==> src/design/tgc_pkg.sv <==
`default_nettype none
// ----------------------------------------------------------------------------
// tgc_pkg
// shared types, codes and constants of the touch gesture classifier
// ----------------------------------------------------------------------------
package tgc_pkg;

  localparam int COORD_BITS   = 10;
  localparam int STEP_BITS    = 8;
  localparam int RATIO_BITS   = 6;
  localparam int CNT_BITS     = 6;
  localparam int IN_BYTES     = 3;
  localparam int OUT_BYTES    = 1;
  localparam int CFG_AW       = 5;
  localparam int CFG_DW       = 32;
  localparam int Q_DEPTH      = 4;
  localparam int Q_PTR_BITS   = 2;

  localparam logic [STEP_BITS-1:0] MIN_ROW_STEP = 8'd16;
  localparam logic [CNT_BITS-1:0]  LAST_STEP    = 6'd63;

  typedef logic [COORD_BITS-1:0] coord_t;

  typedef enum logic [1:0] {
    ACT_DOWN   = 2'd0,
    ACT_MOVE   = 2'd1,
    ACT_LIFT   = 2'd2,
    ACT_UNUSED = 2'd3
  } action_t;

  typedef enum logic [2:0] {
    G_SCROLL_DOWN = 3'd0,
    G_SCROLL_UP   = 3'd1,
    G_TAP         = 3'd2,
    G_SWIPE_RIGHT = 3'd3,
    G_SWIPE_LEFT  = 3'd4
  } gesture_t;

  typedef enum logic [2:0] {
    REG_TAP_LIMIT  = 3'd0,
    REG_SWIPE_MIN  = 3'd1,
    REG_DOM_NUM    = 3'd2,
    REG_DOM_DEN    = 3'd3,
    REG_ROW_STEP   = 3'd4
  } reg_idx_t;

  typedef struct packed {
    logic [7:0]            tap_limit;
    logic [7:0]            swipe_minimum;
    logic [RATIO_BITS-1:0] dom_num;
    logic [RATIO_BITS-1:0] dom_den;
    logic [STEP_BITS-1:0]  row_step;
  } cfg_t;

  typedef struct packed {
    gesture_t gesture;
    logic     last;
  } word_t;

  typedef struct packed {
    logic full;
    logic empty;
  } q_status_t;

endpackage
`default_nettype wire

==> src/design/tgc_cfg.sv <==
`default_nettype none
// ----------------------------------------------------------------------------
// tgc_cfg
// apb register file holding the classifier thresholds
// ----------------------------------------------------------------------------
module tgc_cfg (
  input  wire logic                       clk,
  input  wire logic                       rst_n,
  input  wire logic                       psel,
  input  wire logic                       penable,
  input  wire logic                       pwrite,
  input  wire logic [tgc_pkg::CFG_AW-1:0] paddr,
  input  wire logic [tgc_pkg::CFG_DW-1:0] pwdata,
  output logic      [tgc_pkg::CFG_DW-1:0] prdata,
  output logic                            pready,
  output tgc_pkg::cfg_t                   cfg
);
  import tgc_pkg::*;

  cfg_t     cfg_r;
  reg_idx_t idx;
  logic     wr_en;

  assign idx    = reg_idx_t'(paddr[CFG_AW-1:2]);
  assign wr_en  = psel && penable && pwrite;
  assign pready = 1'b1;
  assign cfg    = cfg_r;

  always_ff @(posedge clk) begin
    if (!rst_n) begin
      cfg_r.tap_limit     <= 8'd12;
      cfg_r.swipe_minimum <= 8'd30;
      cfg_r.dom_num       <= 6'd17;
      cfg_r.dom_den       <= 6'd10;
      cfg_r.row_step      <= 8'd45;
    end else if (wr_en) begin
      case (idx)
        REG_TAP_LIMIT: cfg_r.tap_limit     <= pwdata[7:0];
        REG_SWIPE_MIN: cfg_r.swipe_minimum <= pwdata[7:0];
        REG_DOM_NUM:   cfg_r.dom_num       <= pwdata[RATIO_BITS-1:0];
        REG_DOM_DEN:   cfg_r.dom_den       <= pwdata[RATIO_BITS-1:0];
        REG_ROW_STEP:  cfg_r.row_step      <= pwdata[STEP_BITS-1:0];
        default: ;
      endcase
    end
  end

  always_comb begin
    prdata = '0;
    case (idx)
      REG_TAP_LIMIT: prdata[7:0]            = cfg_r.tap_limit;
      REG_SWIPE_MIN: prdata[7:0]            = cfg_r.swipe_minimum;
      REG_DOM_NUM:   prdata[RATIO_BITS-1:0] = cfg_r.dom_num;
      REG_DOM_DEN:   prdata[RATIO_BITS-1:0] = cfg_r.dom_den;
      REG_ROW_STEP:  prdata[STEP_BITS-1:0]  = cfg_r.row_step;
      default: ;
    endcase
  end

endmodule
`default_nettype wire

==> src/design/tgc_front.sv <==
`default_nettype none
// ----------------------------------------------------------------------------
// tgc_front
// accepts touch events, keeps the touch state and queues gesture words
// ----------------------------------------------------------------------------
module tgc_front (
  input  wire logic               clk,
  input  wire logic               rst_n,
  input  wire logic               in_valid,
  output logic                    in_ready,
  input  wire tgc_pkg::action_t   action,
  input  wire tgc_pkg::coord_t    pos_x,
  input  wire tgc_pkg::coord_t    pos_y,
  input  wire tgc_pkg::cfg_t      cfg,
  input  wire tgc_pkg::q_status_t q_stat,
  output logic                    push,
  output tgc_pkg::word_t          push_word
);
  import tgc_pkg::*;

  typedef enum logic {ST_IDLE, ST_STEP} state_t;

  state_t              state_r, state_nxt;
  coord_t              start_x_r, start_x_nxt;
  coord_t              start_y_r, start_y_nxt;
  coord_t              anchor_r, anchor_nxt;
  coord_t              y_r, y_nxt;
  logic                down_r, down_nxt;
  logic                armed_r, armed_nxt;
  logic                dragged_r, dragged_nxt;
  logic [CNT_BITS-1:0] cnt_r, cnt_nxt;

  logic [STEP_BITS-1:0]             step8;
  coord_t                           step;
  coord_t                           travel;
  coord_t                           rem;
  coord_t                           adx;
  coord_t                           ady;
  logic [COORD_BITS+RATIO_BITS-1:0] lhs;
  logic [COORD_BITS+RATIO_BITS-1:0] rhs;
  logic                             is_tap;
  logic                             is_swipe;
  logic                             last_step;

  assign step8     = (cfg.row_step < MIN_ROW_STEP) ? MIN_ROW_STEP : cfg.row_step;
  assign step      = coord_t'(step8);
  assign travel    = down_r ? (y_r - anchor_r) : (anchor_r - y_r);
  assign rem       = travel - step;
  assign last_step = (rem < step) || (cnt_r == LAST_STEP);

  assign adx = (pos_x >= start_x_r) ? (pos_x - start_x_r) : (start_x_r - pos_x);
  assign ady = (pos_y >= start_y_r) ? (pos_y - start_y_r) : (start_y_r - pos_y);
  assign lhs = adx * cfg.dom_den;
  assign rhs = ady * cfg.dom_num;
  assign is_tap   = (adx <= coord_t'(cfg.tap_limit)) && (ady <= coord_t'(cfg.tap_limit));
  assign is_swipe = (adx >= coord_t'(cfg.swipe_minimum)) && (lhs >= rhs);

  assign in_ready = (state_r == ST_IDLE) && !q_stat.full;

  always_comb begin
    state_nxt   = state_r;
    start_x_nxt = start_x_r;
    start_y_nxt = start_y_r;
    anchor_nxt  = anchor_r;
    y_nxt       = y_r;
    down_nxt    = down_r;
    armed_nxt   = armed_r;
    dragged_nxt = dragged_r;
    cnt_nxt     = cnt_r;
    push        = 1'b0;
    push_word   = '{gesture: G_TAP, last: 1'b1};
    case (state_r)
      ST_IDLE: begin
        if (in_valid && in_ready) begin
          case (action)
            ACT_DOWN: begin
              start_x_nxt = pos_x;
              start_y_nxt = pos_y;
              anchor_nxt  = pos_y;
              armed_nxt   = 1'b1;
              dragged_nxt = 1'b0;
            end
            ACT_MOVE: begin
              if (armed_r) begin
                y_nxt     = pos_y;
                down_nxt  = pos_y >= anchor_r;
                cnt_nxt   = '0;
                state_nxt = ST_STEP;
              end
            end
            ACT_LIFT: begin
              if (armed_r) begin
                armed_nxt = 1'b0;
                if (dragged_r) begin
                  dragged_nxt = 1'b0;
                end else if (is_tap) begin
                  push = 1'b1;
                end else if (is_swipe) begin
                  push              = 1'b1;
                  push_word.gesture = (pos_x > start_x_r) ? G_SWIPE_RIGHT : G_SWIPE_LEFT;
                end
              end
            end
            default: ;
          endcase
        end
      end
      ST_STEP: begin
        if (!q_stat.full) begin
          if (travel >= step) begin
            push              = 1'b1;
            push_word.gesture = down_r ? G_SCROLL_DOWN : G_SCROLL_UP;
            push_word.last    = last_step;
            anchor_nxt        = down_r ? (anchor_r + step) : (anchor_r - step);
            dragged_nxt       = 1'b1;
            cnt_nxt           = cnt_r + 1'b1;
            if (last_step) begin
              state_nxt = ST_IDLE;
            end
          end else begin
            state_nxt = ST_IDLE;
          end
        end
      end
      default: state_nxt = ST_IDLE;
    endcase
  end

  always_ff @(posedge clk) begin
    if (!rst_n) begin
      state_r   <= ST_IDLE;
      start_x_r <= '0;
      start_y_r <= '0;
      anchor_r  <= '0;
      armed_r   <= 1'b0;
      dragged_r <= 1'b0;
      cnt_r     <= '0;
    end else begin
      state_r   <= state_nxt;
      start_x_r <= start_x_nxt;
      start_y_r <= start_y_nxt;
      anchor_r  <= anchor_nxt;
      armed_r   <= armed_nxt;
      dragged_r <= dragged_nxt;
      cnt_r     <= cnt_nxt;
    end
    y_r    <= y_nxt;
    down_r <= down_nxt;
  end

endmodule
`default_nettype wire

==> src/design/tgc_fifo.sv <==
`default_nettype none
// ----------------------------------------------------------------------------
// tgc_fifo
// short word queue between the event front and the output stage
// ----------------------------------------------------------------------------
module tgc_fifo (
  input  wire logic           clk,
  input  wire logic           rst_n,
  input  wire logic           push,
  input  wire tgc_pkg::word_t push_word,
  input  wire logic           pop,
  output tgc_pkg::word_t      head_word,
  output tgc_pkg::q_status_t  q_stat
);
  import tgc_pkg::*;

  word_t                 mem [Q_DEPTH];
  logic [Q_PTR_BITS-1:0] wr_ptr_r, wr_ptr_nxt;
  logic [Q_PTR_BITS-1:0] rd_ptr_r, rd_ptr_nxt;
  logic [Q_PTR_BITS:0]   count_r, count_nxt;
  logic                  do_push;
  logic                  do_pop;

  assign q_stat.full  = (count_r == (Q_PTR_BITS+1)'(Q_DEPTH));
  assign q_stat.empty = (count_r == '0);
  assign do_push      = push && !q_stat.full;
  assign do_pop       = pop && !q_stat.empty;
  assign head_word    = mem[rd_ptr_r];

  always_comb begin
    wr_ptr_nxt = do_push ? wr_ptr_r + 1'b1 : wr_ptr_r;
    rd_ptr_nxt = do_pop ? rd_ptr_r + 1'b1 : rd_ptr_r;
    count_nxt  = count_r;
    if (do_push && !do_pop) begin
      count_nxt = count_r + 1'b1;
    end else if (do_pop && !do_push) begin
      count_nxt = count_r - 1'b1;
    end
  end

  always_ff @(posedge clk) begin
    if (!rst_n) begin
      wr_ptr_r <= '0;
      rd_ptr_r <= '0;
      count_r  <= '0;
    end else begin
      wr_ptr_r <= wr_ptr_nxt;
      rd_ptr_r <= rd_ptr_nxt;
      count_r  <= count_nxt;
    end
  end

  always_ff @(posedge clk) begin
    if (do_push) begin
      mem[wr_ptr_r] <= push_word;
    end
  end

endmodule
`default_nettype wire

==> src/design/tgc_back.sv <==
`default_nettype none
// ----------------------------------------------------------------------------
// tgc_back
// output register draining the word queue onto the result stream
// ----------------------------------------------------------------------------
module tgc_back (
  input  wire logic               clk,
  input  wire logic               rst_n,
  input  wire tgc_pkg::q_status_t q_stat,
  input  wire tgc_pkg::word_t     head_word,
  output logic                    pop,
  output logic                    out_valid,
  input  wire logic               out_ready,
  output tgc_pkg::word_t          out_word
);
  import tgc_pkg::*;

  logic  valid_r, valid_nxt;
  word_t word_r, word_nxt;

  assign pop       = !q_stat.empty && (!valid_r || out_ready);
  assign out_valid = valid_r;
  assign out_word  = word_r;

  always_comb begin
    valid_nxt = valid_r;
    word_nxt  = word_r;
    if (pop) begin
      valid_nxt = 1'b1;
      word_nxt  = head_word;
    end else if (out_ready) begin
      valid_nxt = 1'b0;
    end
  end

  always_ff @(posedge clk) begin
    if (!rst_n) begin
      valid_r <= 1'b0;
    end else begin
      valid_r <= valid_nxt;
    end
    word_r <= word_nxt;
  end

endmodule
`default_nettype wire

==> src/design/touch_gesture_classifier_top.sv <==
`default_nettype none
// ----------------------------------------------------------------------------
// touch_gesture_classifier_top
// touch event stream in, gesture word stream out, apb threshold registers
// ----------------------------------------------------------------------------
// in_ carries one touch event per word; out_ carries gesture words, with
// out_tlast on the final word caused by an event. cfg_ is an apb port, one
// register every 4 bytes, pready always high.
// a liftoff that yields a gesture queues its word at accept; the word then
// passes through the queue and the output register to out_.
// a position update holds the event front while it emits n scroll words
// (at most 64), one per cycle while the queue is not full, or none when no
// step is due. the step loop subtracting row_step from the travel sets n.
// a four-word queue and the output register decouple the front from the
// receiver; when out_tready is low the queue fills and in_tready drops.
// reset disarms the touch, empties the queue and loads the register defaults.
// ----------------------------------------------------------------------------
module touch_gesture_classifier_top (
  input  wire logic                       clk,
  input  wire logic                       rst_n,
  input  wire logic                       in_tvalid,
  output logic                            in_tready,
  // action[1:0], pos_x[11:2], pos_y[21:12], zero fill
  input  wire logic [8*tgc_pkg::IN_BYTES-1:0]  in_tdata,
  output logic                            out_tvalid,
  input  wire logic                       out_tready,
  // gesture[2:0], zero fill
  output logic      [8*tgc_pkg::OUT_BYTES-1:0] out_tdata,
  output logic                            out_tlast,
  input  wire logic                       cfg_psel,
  input  wire logic                       cfg_penable,
  input  wire logic                       cfg_pwrite,
  input  wire logic [tgc_pkg::CFG_AW-1:0] cfg_paddr,
  input  wire logic [tgc_pkg::CFG_DW-1:0] cfg_pwdata,
  output logic      [tgc_pkg::CFG_DW-1:0] cfg_prdata,
  output logic                            cfg_pready
);
  import tgc_pkg::*;

  cfg_t      cfg;
  q_status_t q_stat;
  logic      push;
  logic      pop;
  word_t     push_word;
  word_t     head_word;
  word_t     out_word;
  action_t   action;
  coord_t    pos_x;
  coord_t    pos_y;

  assign action = action_t'(in_tdata[1:0]);
  assign pos_x  = in_tdata[2+COORD_BITS-1:2];
  assign pos_y  = in_tdata[2+2*COORD_BITS-1:2+COORD_BITS];

  tgc_cfg u_cfg (
    .clk     (clk),
    .rst_n   (rst_n),
    .psel    (cfg_psel),
    .penable (cfg_penable),
    .pwrite  (cfg_pwrite),
    .paddr   (cfg_paddr),
    .pwdata  (cfg_pwdata),
    .prdata  (cfg_prdata),
    .pready  (cfg_pready),
    .cfg     (cfg)
  );

  tgc_front u_front (
    .clk       (clk),
    .rst_n     (rst_n),
    .in_valid  (in_tvalid),
    .in_ready  (in_tready),
    .action    (action),
    .pos_x     (pos_x),
    .pos_y     (pos_y),
    .cfg       (cfg),
    .q_stat    (q_stat),
    .push      (push),
    .push_word (push_word)
  );

  tgc_fifo u_fifo (
    .clk       (clk),
    .rst_n     (rst_n),
    .push      (push),
    .push_word (push_word),
    .pop       (pop),
    .head_word (head_word),
    .q_stat    (q_stat)
  );

  tgc_back u_back (
    .clk       (clk),
    .rst_n     (rst_n),
    .q_stat    (q_stat),
    .head_word (head_word),
    .pop       (pop),
    .out_valid (out_tvalid),
    .out_ready (out_tready),
    .out_word  (out_word)
  );

  assign out_tdata = {{(8*OUT_BYTES-3){1'b0}}, out_word.gesture};
  assign out_tlast = out_word.last;

endmodule
`default_nettype wire
==> config.mk <==
export PLATFORM = sky130hd
export DESIGN_NAME = touch_gesture_classifier_top
export DESIGN_NICKNAME = d
export VERILOG_FILES = /design/src/design/tgc_pkg.sv /design/src/design/tgc_cfg.sv /design/src/design/tgc_front.sv /design/src/design/tgc_fifo.sv /design/src/design/tgc_back.sv /design/src/design/touch_gesture_classifier_top.sv
export SDC_FILE = /design/constraint.sdc
export NUM_CORES = 1
export LEC_CHECK = 0
export BUFFER_PORTS_ARGS = -buffer_cell sky130_fd_sc_hd__buf_2
export CAP_MARGIN = 40
export CORE_MARGIN = 1
export CORE_UTILIZATION = 62
export CTS_BUF_LIST = sky130_fd_sc_hd__clkbuf_8 sky130_fd_sc_hd__clkbuf_16
export CTS_CLUSTER_SIZE = 28
export DETAILED_ROUTE_END_ITERATION = 8
export PLACE_DENSITY = 0.85
export SYNTH_ARGS = -nofsm -noshare
export SYNTH_HDL_FRONTEND = slang
export SYNTH_SLANG_ARGS = --single-unit
==> constraint.sdc <==
create_clock -name clk -period 12.5 [get_ports clk]
set_clock_uncertainty 0.1 [all_clocks]
set_input_delay 1.875 -clock clk [delete_from_list [all_inputs] [get_ports clk]]
set_output_delay 1.875 -clock clk [all_outputs]
set_load 0.02 [all_outputs]
==> impl_results.md <==
- Total core area: 20600 um^2
- Share of cells above drive strength 1: 8.73%
- WS Path Type: primary input to flip-flop
- Min-Delay Path Class: flip-flop to flip-flop
- Chip height: about 150 um
- Die area: about 22000 um^2
- Final instance area: about 14000 um^2
- Fraction of registers with async set/reset: 0%
- CP Capture Type: flip-flop
- Final Hold Viols: 0
- Fmax: about 0.09 GHz
- Setup-failing EPs final: 0
- DRT Wirelength: ~32 mm
- Root Buffer: clkbuf_16
- DR pass1 iterations: 5
- P per Cell Area: between 100 and 150 nW/um^2
- CP required: 12750 ps
- Iteration-0 DRC Markers: roughly 700
- Most common cell after layout, fill and taps aside: inv_1
- Synth Instances: between 1.5k and 2k
- Clock slew at reported path FFs: approximately 60 ps
- Max Cap Viol: 0
- Slew margin rel.: 36.2%
- DP Area: between 10000 and 15000 um^2
- Non-Filler Instances: 1852
- Status: completed
- Drt via density: 5.92
- Slew Limit Fails: 0
- M3 GR Usage: under 10%
- # nets final: roughly 1.9k
- RSZ-0062 raised after global routing: no
- Placed cell count: between 1.5k and 2k
- Post-detailed-route wirelength per cell: about 17 um
- Period utilisation layout: 87.4%
- CP delay by family, top: compound AO/OA/AOI/OAI gates
- Crit path top cell by count: a21oi_1
- Starting Density: 64.1%
- Worst IR Drop VDD: 0.0925 mV
- CTS tree: yes
- Met1 Use GR: between 30% and 40%
- Die Width: around 150 um
- Port bufs: 53
- Crit path arrival time: 11180 ps
- GR Util met2: between 50% and 60%
- Final HPWL DP: around 24 mm
- GP Congestion: 0.916
- Clock sinks: 114
- CTS Buffer Depth: 2
- Post-synth EDFFs: 31
- First-pass GRT wire length: a little over 50 mm
- Most frequent cells in the layout: 205 x inv_1, 186 x ha_1, 124 x nand2_1
- Grt ovf: 0
- # rows: 52
- Maximum number of pins on one net before global-route repair: between 60 and 70
- Via Count: roughly 11k
- Antenna violations before repair: 2
- Post-CTS Setup Bufs: 0
- H-tree depth: 4
- Period minus WS final: roughly 11000 ps
- Worst Path Max Fanout: 9
- Post-CTS Hold Buffers: 0
- Synth Register Bits: 114
- CP startpoint kind: primary input
- TritonCTS buffer count: 17
- Syn Area/Cell: 8.59 um^2
- Number of nets with antenna violations after routing: 0
- IO Pins: approximately 110
- CP Buf/Inv Count: 7
- Synthesized area: 13200 um^2
- Worst hold slack: approximately 360 ps
- Gr usage total: 29.6%
- Pleak: approximately 6.6 nW
- Busiest grt layer: met2
- Post-synthesis sequential area ratio: between 10% and 20%
- Number of global-route vias before repair: between 10k and 15k
- Setup_tns: 0 ps
- Slowest stage cell, crit path: fa_1
- Drt drc: 0
- Yosys Warn Count: 0
- Synth Flop Type: dfxtp_1
- Distinct cells, synth: between 70 and 80
- Slew @ Worst Pin: between 900 and 1000 ps
- CTS resizes: 0
- Area Overhead vs Synth: 7.39%
- Worst-Skew Late Latency: between 400 and 500 ps
- Slowest cell delay on critical path: roughly 560 ps
==> per-stage QoR <==
stage,power [mW],setup WS (ps),util [%]
after floorplan,1.17,2560,-
after CTS,1.87,1750,68.8
final,1.87,1580,68.8
after global routing,2.02,1090,68.8
after detailed placement,1.38,1450,66.0
after global placement,1.33,1490,65.7
==> report_power, final <==
part / total (mW) / switching (mW) / internal [mW]
clock: 0.481 / 0.203 / 0.278
sequential: 0.424 / 0.0221 / 0.402
combinational: 0.967 / 0.553 / 0.414
==> flip-flops by register name (all words and copies together) (netlist names) <==
| name | count |
|---|---|
| u_front.down_r | 1 |
| u_front.dragged_r | 1 |
| u_front.y_r | 10 |
| u_back.out_valid | 1 |
| u_fifo.mem | 16 |
| u_fifo.count_r | 3 |
| u_front.state_r | 1 |
| u_front.armed_r | 1 |
| u_front.cnt_r | 6 |
| u_front.start_y_r | 10 |
| u_back.out_word | 4 |
| u_front.start_x_r | 10 |
| u_fifo.wr_ptr_r | 2 |
| u_front.anchor_r | 10 |
| u_cfg.cfg | 36 |
| u_fifo.rd_ptr_r | 2 |
==> synth_stat cells (all sizes together), types with 3 or more instances <==
master / count / area (um^2)
buf: 39 / 300
a21boi: 3 / 22.5
xor2: 22 / 193
a21o: 31 / 233
a22oi: 14 / 105
and2: 81 / 512
mux2i: 45 / 463
edfxtp: 31 / 931
a221o: 4 / 40.0
a31o: 3 / 26.3
a211o: 7 / 62.6
and3: 8 / 50.1
mux2: 15 / 169
a21oi: 105 / 526
ha: 186 / 2330
clkbuf: 42 / 158
o21ai: 31 / 155
o21bai: 9 / 67.6
a41oi: 4 / 35.0
a31oi: 8 / 50.1
o41ai: 3 / 26.3
nand3: 22 / 110
nor4: 3 / 18.8
o21a: 8 / 60.1
dfxtp: 83 / 1660
or3: 4 / 25.0
a221oi: 4 / 35.0
inv: 206 / 773
nor2b: 52 / 325
nand2: 124 / 465
nor3: 16 / 80.1
fa: 75 / 1500
nand4: 13 / 81.3
a211oi: 25 / 198
mux4: 4 / 90.1
o22ai: 10 / 62.6
xnor2: 49 / 429
o2111ai: 5 / 43.8
o211ai: 14 / 110
nor2: 85 / 322
nand2b: 13 / 81.3
==> cell type report <==
type / count / area [um^2]
Fill cell: 1580 / 6420
Sequential cell: 114 / 2590
Clock buffer: 17 / 425
Antenna cell: 1 / 2.50
Inverter: 207 / 777
Tap cell: 270 / 338
Clock inverter: 15 / 149
Multi-Input combinational cell: 1159 / 9450
Timing Repair Buffer: 69 / 405
==> worst register-to-register path, delay by kind of cell (launching register included) <==
kind | cells | cell delay [ps]
AOI/OAI and AO/OA | 18 | 3280
xor gates and xnor gates | 3 | 810
adders and majority gates | 9 | 3360
buffers and inverters | 5 | 520
DFF | 1 | 350
and+or+nand+nor | 6 | 1140
==> final timing paths <==
path	startpoint	endpoint	slack, ps	cells past startpoint
worst min-delay path	u_front.start_y_r[9]	u_front.start_y_r[9]	360	2
worst max register to register	u_front.start_y_r[0]	u_fifo.count_r[2]	2880	41
worst max-delay path	in_tdata[12]	u_fifo.count_r[2]	1580	43
worst min register to register	u_front.start_y_r[9]	u_front.start_y_r[9]	360	2
==> cells by family (layout without fill, tap and decap cells) <==
family | count (synthesis) | in the layout | share of synthesized area, %
xor+xnor | 71 | 71 | 4.72
buf+inv | 288 | 308 | 9.38
other cells | 2 | 31 | 0.0570
fa+ha+maj | 261 | 261 | 29.1
mux | 64 | 64 | 5.48
flops | 114 | 114 | 19.7
compound gates | 300 | 300 | 15.0
simple gates | 433 | 433 | 16.6
==> routing by layer <==
| layer | vias up | part of all wire (%) |
|---|---|---|
| li1 | 5212 | - |
| met5 | - | 0.041 |
| met1 | 5253 | 42 |
| met3 | 85 | 6.6 |
| met2 | 420 | 48 |
| met4 | 2 | 3.3 |
Note: power is estimated with default switching activity, not from simulation.
